[config.mk]
export PLATFORM = sky130hd
export DESIGN_NAME = rchc_ctrl
export DESIGN_NICKNAME = d
export VERILOG_FILES = /design/src/hw/rtl/rchc_pkg.sv /design/src/hw/rtl/rchc_ctrl.sv
export SDC_FILE = /design/constraint.sdc
export NUM_CORES = 1
export LEC_CHECK = 0
export BUFFER_PORTS_ARGS = -buffer_cell sky130_fd_sc_hd__buf_2
export CORE_AREA = 10 10 47 49
export DETAILED_ROUTE_END_ITERATION = 6
export DIE_AREA = 0 0 57 59
export HOLD_SLACK_MARGIN = 0.12
export PLACE_DENSITY = 0.55
export SLEW_MARGIN = 20
export SYNTH_ARGS = -nofsm -noshare
export SYNTH_HDL_FRONTEND = slang
export SYNTH_SLANG_ARGS = --single-unit
[constraint.sdc]
create_clock -name i_clk -period 2 [get_ports i_clk]
set_clock_uncertainty 0.05 [all_clocks]
set_input_delay 0.4 -clock i_clk [delete_from_list [all_inputs] [get_ports i_clk]]
set_output_delay 0.4 -clock i_clk [all_outputs]
set_load 0.01 [all_outputs]
[src/hw/rtl/rchc_pkg.sv]
// shared types and constants for the rtmp chunk header completion core
package rchc_pkg;

    localparam int TABLE_ENTRIES = 512;
    localparam int TBL_AW        = $clog2(TABLE_ENTRIES);

    localparam int ID_W   = 17;
    localparam int LEN_W  = 24;
    localparam int TS_W   = 63;
    localparam int DLT_W  = 32;
    localparam int TYP_W  = 8;
    localparam int STR_W  = 32;
    localparam int WIRE_W = 27;
    localparam int HDR_W  = 24;
    localparam int CFG_W  = 24;
    localparam int CNT_W  = $clog2(LEN_W + 1);

    localparam logic [1:0] FMT_FULL   = 2'd0;
    localparam logic [1:0] FMT_LENGTH = 2'd1;
    localparam logic [1:0] FMT_TIME   = 2'd2;
    localparam logic [1:0] FMT_CONT   = 2'd3;

    localparam logic [0:0] REG_CHUNK_SIZE = 1'b0;
    localparam logic [0:0] REG_MAX_LEN    = 1'b1;

    localparam logic [CFG_W-1:0] CHUNK_SIZE_RST = 24'd128;
    localparam logic [CFG_W-1:0] MAX_LEN_RST    = 24'hFFFFFF;

    localparam logic [7:0]      HDR_FMT3      = 8'hC0;
    localparam logic [7:0]      HDR_FMT3_WIDE = 8'hC1;
    localparam logic [ID_W-1:0] ID_OFFSET     = 17'd64;
    localparam logic [2:0]      EXT_HDR_BYTES = 3'd4;

    typedef enum logic [1:0] {
        ST_OK       = 2'd0,
        ST_NO_PREV  = 2'd1,
        ST_TOO_LONG = 2'd2,
        ST_BEYOND   = 2'd3
    } t_status;

    typedef struct packed {
        logic              valid;
        logic [TS_W-1:0]   ts;
        logic [DLT_W-1:0]  delta;
        logic [LEN_W-1:0]  len;
        logic [TYP_W-1:0]  typ;
        logic [STR_W-1:0]  strm;
    } t_entry;

    typedef struct packed {
        logic load;
        logic clear_wr;
        logic comp1;
        logic comp2;
        logic div_start;
        logic wire_calc;
        logic finish;
    } t_cmd;

    typedef struct packed {
        logic clear_last;
        logic err;
        logic div_done;
        logic out_free;
    } t_stat;

endpackage

[src/hw/rtl/rchc_ctrl.sv]
// controller: table clearing after reset and per-request sequencing
module rchc_ctrl (
    input  logic            i_clk,
    input  logic            i_rst_n,
    input  logic            i_in_valid,
    output logic            o_in_stall,
    output rchc_pkg::t_cmd  o_cmd,
    input  rchc_pkg::t_stat i_stat
);
    import rchc_pkg::*;

    typedef enum logic [7:0] {
        S_CLEAR = 8'b00000001,
        S_IDLE  = 8'b00000010,
        S_READ  = 8'b00000100,
        S_COMP1 = 8'b00001000,
        S_COMP2 = 8'b00010000,
        S_DIV   = 8'b00100000,
        S_WIRE  = 8'b01000000,
        S_DONE  = 8'b10000000
    } t_state;

    t_state r_state, n_state;

    always_comb begin
        n_state = r_state;
        o_cmd   = '0;
        unique case (r_state)
            S_CLEAR: begin
                o_cmd.clear_wr = 1'b1;
                if (i_stat.clear_last) begin
                    n_state = S_IDLE;
                end
            end
            S_IDLE: begin
                if (i_in_valid) begin
                    o_cmd.load = 1'b1;
                    n_state    = S_READ;
                end
            end
            S_READ: begin
                n_state = S_COMP1;
            end
            S_COMP1: begin
                o_cmd.comp1 = 1'b1;
                n_state     = S_COMP2;
            end
            S_COMP2: begin
                o_cmd.comp2 = 1'b1;
                if (i_stat.err) begin
                    n_state = S_DONE;
                end else begin
                    o_cmd.div_start = 1'b1;
                    n_state         = S_DIV;
                end
            end
            S_DIV: begin
                if (i_stat.div_done) begin
                    n_state = S_WIRE;
                end
            end
            S_WIRE: begin
                o_cmd.wire_calc = 1'b1;
                n_state         = S_DONE;
            end
            S_DONE: begin
                if (i_stat.out_free) begin
                    o_cmd.finish = 1'b1;
                    n_state      = S_IDLE;
                end
            end
            default: begin
                n_state = S_IDLE;
            end
        endcase
    end

    always_ff @(posedge i_clk) begin
        if (!i_rst_n) begin
            r_state <= S_CLEAR;
        end else begin
            r_state <= n_state;
        end
    end

    assign o_in_stall = (r_state != S_IDLE);

    a_finish_free: assert property (@(posedge i_clk) disable iff (!i_rst_n)
        o_cmd.finish |-> i_stat.out_free)
        else $error("result written over an unread result");

    a_div_latency: assert property (@(posedge i_clk) disable iff (!i_rst_n)
        o_cmd.div_start |=> (r_state == S_DIV) && !i_stat.div_done)
        else $error("divider finished too early");

    a_no_accept_clear: assert property (@(posedge i_clk) disable iff (!i_rst_n)
        (r_state == S_CLEAR) |-> (o_in_stall && !o_cmd.load))
        else $error("request taken during table clear");

endmodule

Word-level counts from Yosys, hierarchy flattened. Index checks and enable logic that the tools add are counted.

Flip-flop bits (word level): 8. Bits in latches: 0. Bits in writable memories: 0. Bits in read-only memories: 0. Output and inout port bits: 8. Logic and storage cells: 30. Memories: 0.

Add/sub/neg operators: 0. Multipliers: 0. Divide/modulo/power cells: 0. Magnitude comparators: 0. Eq/ne operators: 13. Shift operators: 0. Multiplexer cells: 15. Bitwise logic cells: 0. Reductions and logical operators: 1.

Operators by type and width (count): 8-bit one-hot mux with 8 select lines (1); 8-bit two-way mux (5); 8-bit by 1-bit equality test with 1-bit output (second input constant) (1); 8-bit by 2-bit equality test with 1-bit output (second input constant) (1); 8-bit by 3-bit equality test with 1-bit output (second input constant) (1); 8-bit by 4-bit equality test with 1-bit output (second input constant) (1); 8-bit by 5-bit equality test with 1-bit output (second input constant) (1); 8-bit by 6-bit equality test with 1-bit output (second input constant) (1); 8-bit by 7-bit equality test with 1-bit output (second input constant) (1); 8-bit equality test (second input constant) (1); 1-bit two-way mux (8); 2-bit != test (second input constant) (4); 8-bit by 2-bit != test with 1-bit output (second input constant) (1); 4-bit AND reduction (1); 2-bit two-way mux (1).

Longest topological paths before layout. Gate-level depths: netlist of run 1.

Depth after elaboration: 3. Depth in mapped cells: 5.

Worst setup path before layout of run 1. OpenSTA, ideal clock, no wires.

Path type: flip-flop to output port. Start: register r_state[6]. End: output port o_cmd[2] in the netlist's numbering. Arrival time: 1.187 ns. Data required time: 1.550 ns. Path slack: 0.363 ns. Cell stages (with the launch flop): 4. Path buffers: 0. Path through: dfxtp_1 > nor4_2 > nand2_1 > nor3_1.

RTL lines: start, declared (RTL line rchc_ctrl.sv:23) `t_state r_state, n_state;`; start signal, assigned (RTL line rchc_ctrl.sv:82) `r_state <= n_state;`; end, declared (RTL line rchc_ctrl.sv:7) `output rchc_pkg::t_cmd o_cmd,`.

==> run metrics, run 1 <==
Remaining Overflow, GRT=0; Max Buffers Root-to-Sink=2; multi-input logic area=297 sq um; Hold-fix buffers, CTS=0; max_slew headroom=78.6%; Avg WL per Cell=13.5 microns; H-tree levels=1; synth top area cells=dfxtp_1 36%, nor2_1 8.3%, nand4b_1 7.8%; fmax=526 MHz; All-Layer GR Usage=7.49%; P&R area growth vs syn=32.5%; Max-cap violations=0; # IOs=15; Gate Count Post-Synth=48; Die Area=0.00336 sq mm; register with the most flip-flops=r_state; Core Region=0.00140 sq mm; Final Setup Violations=0; Seq/Total Area, Yosys=35.6%; slowest CP cell=dfxtp_2; syn_nets=55; IO Port Bufs=14; clk sinks=8; most common cell after layout, fill and taps aside=buf_2; Hold Fails Final Rpt=0; Fill cells=154; initial DRC count=9; Initial Util=32.1%; critical-path cell list=nor4_4 -> buf_4 -> and4b_2 -> buf_2; Remaining DRCs=0; final slew viol count=0; pwr dens=648 mW/mm^2; Worst VDD drop=0.307 mV; pin count of the biggest net entering global routing=8; Crit path max-delay family=simple AND/OR/NAND/NOR gates; total wire length=1140 microns; biggest regs=r_state x8; EDFF count, synth=0; layout cell share with drive strength beyond 1=38.2%; Startpoint Class=flop; max reg flops=8; Die X=57 microns; CTS tree=done; Hold Crit Class=primary input to flop; antenna violations before repair=0; placer's final routability congestion estimate=0.731; ANT cells=0; Num CTS Buffers=3; yosys warns=0; Synth area leader=dfxtp_1; FF+latch area=161 sq um; Max FO, Critical Path=6; Vias/cell=5.15; Clk pin slew, worst setup/hold paths=0.05 ns; worst-margin pin slew=0.319 ns; Arr. time, crit path=1.45 ns; Data required, critical path=1.55 ns; Yosys reg bits=8; Mapped Area=450 sq um; Syn Area/Cell=9.38 sq um; WS Path Type=flop to output port; root buf cell=clkbuf_4; crit share post-route=95.1%; Layout Nets=77; ys async rst share=0%; worst-skew pair later-pin latency=0.25 ns; Setup crit end kind=output port; FP Rows=14; setup TNS=0 ns; most frequent cells in the layout=14 x buf_2, 10 x nor2_1, 7 x dfxtp_1; Netlist cell types=24; Leak=0.274 nW; drt first pass iters=4; status=finished clean; DRT antenna net count=0; dpl hpwl=912 microns; RSZ-0062 raised after global routing=false; Buf/Inv on CP=2; Main synth FF type=dfxtp_1; vias=433; area share of the largest cell type after synthesis=35.6%; first-pass GRT wire length=1970 microns; Final min period=1.90 ns; vias in the first global route=442; Final Util=42.6%; die extent in y=59 microns; CP max stage delay=0.35 ns
## final cells by class
cell class / count / share of cell area [%]
Clock buffer: 3 / 3.77
Inverter: 1 / 0.629
Multi-Input combinational cell: 39 / 49.7
Sequential cell: 8 / 27.0
Tap cell: 16 / 3.35
Timing Repair Buffer: 17 / 15.5
## power breakdown
part | switching, mW | total [mW] | internal [mW] | leakage [nW]
registers | 0.00858 | 0.175 | 0.167 | 0.0657
logic | 0.0428 | 0.0885 | 0.0457 | 0.194
clock network | 0.0540 | 0.123 | 0.0686 | 0.0138
total | 0.105 | 0.387 | 0.281 | 0.274
## per-stage QoR
stage	std cells	worst slack (ns)	total power, mW	hold slack (ns)	instance area, sq um
after detailed placement	79	0.211	0.258	0.509	548
after global placement	79	0.159	0.259	0.523	548
final	84	0.0978	0.387	0.317	597
after CTS	83	0.0560	0.390	0.311	587
after floorplan	48	0.363	0.228	0.412	450
after global routing	84	0.00174	0.408	0.328	597
## path summary, 6_finish.rpt
path / depth (start not counted) / endpoint / slack (ns) / startpoint
hold reg to reg: 2 / r_state[3] / 0.52 / r_state[2]
setup reg to reg: 5 / r_state[1] / 0.38 / r_state[3]
setup / recovery: 4 / o_cmd[1] / 0.1 / r_state[4]
hold / removal: 2 / r_state[0] / 0.32 / i_rst_n
## what timing repair did
item,4_1_cts,5_1_grt
buffers inserted,1,1
gates resized for setup,1,2
pin swaps,1,1
cloned,0,0
endpoints found under the setup margin,4,5
## synthesized netlist by cell type, drive strengths merged, types with 2 or more instances
library cell / n
nand4b: 5
o2111a: 2
and4b: 2
and3: 2
nor4: 2
nand2: 4
dfxtp: 8
nor2: 10
## layer usage
| metal | vias up | global-route usage, % | wire length, microns |
|---|---|---|---|
| met5 | - | 0 | 0 |
| met3 | 5 | 3.22 | 59 |
| met2 | 11 | 12.2 | 549 |
| met1 | 190 | 7.29 | 491 |
| met4 | 0 | 6.04 | 38 |
| li1 | 227 | - | - |
## logic make-up (layout without fill, tap and decap cells)
family                 count (synthesis)  in the layout  synth area share [%]
buffers and inverters                  1             21                 0.833
multiplexers                           1              1                  2.22
AO/OA/AOI/OAI                          4              4                  7.78
AND/OR/NAND/NOR                       34             34                  53.6
flip-flops                             8              8                  35.6
Power figures use the tool's default switching activity.
==> inputs of run 2 (changes only) <==
- ABC_AREA: default -> 1
- PLACE_DENSITY: 0.55 -> 0.66
==> run metrics, run 2 <==
Compound-Gate Fraction of Synth Area=2.16% (-5.6 points); placer's final routability congestion estimate=0.755 (+3.4%); WS Path Type=flop to output port; Netlist cell types=18 (-25%); Clk pin slew, worst setup/hold paths=0.05 ns (about the same); Syn Area/Cell=6.72 sq um (-28%); ANT cells=0 (unchanged); Arr. time, crit path=1.27 ns (-0.18 ns); initial DRC count=7 (-2); register with the most flip-flops=r_state; pwr dens=537 mW/mm^2 (-17%); die extent in y=59 microns (unchanged); yosys warns=0 (unchanged); area share of the largest cell type after synthesis=27.7% (-7.8 points); pin count of the biggest net entering global routing=9 (+1); Num CTS Buffers=3 (unchanged); P&R area growth vs syn=18.2%; multi-input logic area=335 sq um (+13%); Post-Synth XOR/XNOR Area=0% (unchanged); commonest cells in the netlist=18 x inv_1, 13 x nor2_1, 10 x nand2_1, 8 x dfxtp_1, 8 x nand3_1; Post-DP Area=661 sq um (+21%); most common cell after layout, fill and taps aside=inv_1; RSZ-0062 raised after global routing=false; drt first pass iters=5 (+1); vias=532 (+23%); largest family of logic cells by synthesized area=simple AND/OR/NAND/NOR gates; crit share post-route=86.1% (-9.0 points); Synth Area in Simple Gates=55.8% (+2.2 points); H-tree levels=1 (unchanged); Remaining DRCs=0 (unchanged); Die Area=0.00336 sq mm (unchanged); Gate Count Post-Synth=86 (+79%); design area=683 sq um (+14%); clk sinks=8 (unchanged); final slew viol count=0 (unchanged); Post-CTS Setup Bufs=0 (-1); Synth area leader=dfxtp_1; Sequential Power Share=46.7% (+1.3 points); Core Region=0.00140 sq mm (unchanged); dpl hpwl=1040 microns (+14%); antenna violations before repair=0 (unchanged); flop-to-flop setup slack=0.72 ns (+0.34 ns); sw frac=28.2% (+0.93 points); Max-cap violations=0 (unchanged); status=finished clean; worst-skew pair later-pin latency=0.24 ns (about the same); Die X=57 microns (unchanged); Avg WL per Cell=10.1 microns (-26%); max reg flops=8 (unchanged); Hold Fails Final Rpt=0 (unchanged); Max FO, Critical Path=5 (-1); most common cell in the netlist=inv_1; most frequent cells in the layout=18 x inv_1, 14 x buf_2, 13 x nor2_1; post-synthesis mux area share=0% (-2.2 points); synth top area cells=dfxtp_1 28%, inv_1 12%, nor2_1 8.4%; first-pass GRT wire length=2080 microns (+5.6%); Fill cells=143 (-7.1%); Final min period=1.72 ns (-0.180 ns); biggest regs=r_state x8; global routing usage on met3=2.79% (-0.43 points); # IOs=15 (unchanged); Initial Util=41.2% (+9.1 points); worst hold margin=0.365 ns (+0.0488 ns); total wire length=1190 microns (+4.4%); pre-CTS WS=0.528 ns (+0.316 ns); Worst VDD drop=0.366 mV (+19%); vias in the first global route=508 (+15%); DRT antenna net count=0 (unchanged); IO Port Bufs=14 (unchanged); Layout Nets=111 (+44%); clock power share=31.5% (-0.2 points); Vias/cell=4.51 (-13%); All-Layer GR Usage=7.60% (+0.11 points); NetSw=0.103 mW (-1.9%); post-cts resize count=0 (-1); FP Rows=14 (unchanged); max_slew headroom=85.1% (+6.5 points); met2 usage=11.3% (-0.93 points); Remaining Overflow, GRT=0 (unchanged); Hold Crit Class=primary input to flop; syn_nets=93 (+69%); Yosys reg bits=8 (unchanged); Comb power frac=21.8% (-1.1 points); ys async rst share=0% (unchanged); Startpoint Class=flop; Pint=0.263 mW (-6.3%); Leak=0.385 nW (+41%); CTS tree=done; setup TNS=0 ns (unchanged); Data required, critical path=1.55 ns (about the same); Main synth FF type=dfxtp_1; met1 Usage GRT=8.90% (+1.6 points); FF+latch area=160 sq um (-0.78%); Max Buffers Root-to-Sink=2 (unchanged); Setup crit end kind=output port; post-synthesis adder-cell area fraction=0% (unchanged); fmax=581 MHz (+10%); Hold-fix buffers, CTS=0 (unchanged); GRT busiest layer=met2; Seq/Total Area, Yosys=27.7% (-7.8 points); Mapped Area=578 sq um (+28%); Final Setup Violations=0 (unchanged); EDFF count, synth=0 (unchanged); worst-margin pin slew=0.221 ns (-0.0979 ns); layout cell share with drive strength beyond 1=40.2% (+2.0 points); root buf cell=clkbuf_4; Final WS setup=0.278 ns (+0.180 ns)
[run 2: changes by cell type after synthesis, moves of 2 or more]
| cell | delta |
|---|---|
| nor2_1 | +3 |
| o2111a_1 | -2 |
| nand2_1 | +6 |
| nor2_2 | +7 |
| nand3_1 | +7 |
| inv_2 | +2 |
| nand3_2 | +4 |
| and3_1 | -2 |
| nand2_4 | +2 |
| inv_1 | +17 |
| nand2_2 | +6 |
| nand4b_1 | -4 |
[run 2: layout make-up]
cell class / count / share of cell area [%]
multi-input combinational: 57 / 49.1
timing repair buffer: 14 / 10.3
sequential: 8 / 23.4
clock buffer: 3 / 3.30
inverter: 20 / 11.0
tap: 16 / 2.93
[run 2: layer usage]
| layer | vias up | part of all wire [%] | routed length (microns) |
|---|---|---|---|
| met5 | - | 0 | 0 |
| met4 | 0 | 1.1 | 13 |
| met3 | 2 | 10 | 123 |
| met2 | 21 | 43 | 511 |
| met1 | 219 | 45 | 539 |
| li1 | 290 | - | - |
[run 2: cell families after synthesis]
| kind of cell | count (synthesis) |
|---|---|
| AOI/OAI and AO/OA | 2 |
| buffers and inverters | 21 |
| DFF | 8 |
| and+or+nand+nor | 55 |
[run 2: worst max-delay path: stages, from the launching register on]
cell	delay, ns
dfxtp_1	0.33
nor2_2	0.18
nand2_4	0.11
nor2_8	0.14
inv_1	0.06
nor2_1	0.08
buf_2	0.13
[run 2: path summary, 6_finish.rpt]
check / from / endpoint / cells after the start
worst max-delay path: r_state[7] / o_cmd[6] / 6
worst min-delay path: i_rst_n / r_state[0] / 2
worst max register to register: r_state[0] / r_state[1] / 8
worst min register to register: r_state[1] / r_state[1] / 2
[run 2: power groups by stage]
stage / clock network, mW / registers, mW / logic (mW)
5_1_grt: 0.132 / 0.172 / 0.0894
4_1_cts: 0.120 / 0.171 / 0.0808
3_3_place_gp: 0 / 0.174 / 0.0798
3_5_place_dp: 0 / 0.174 / 0.0807
6_report: 0.116 / 0.171 / 0.0798
2_1_floorplan: 0 / 0.173 / 0.0614
[run 2: through the flow]
step | utilization [%] | total power [mW] | instances
after global placement | 47.1 | 0.254 | 115
after global routing | 48.8 | 0.394 | 118
after floorplan | - | 0.235 | 86
after detailed placement | 47.1 | 0.255 | 115
final | 48.8 | 0.367 | 118
after CTS | 48.8 | 0.372 | 118
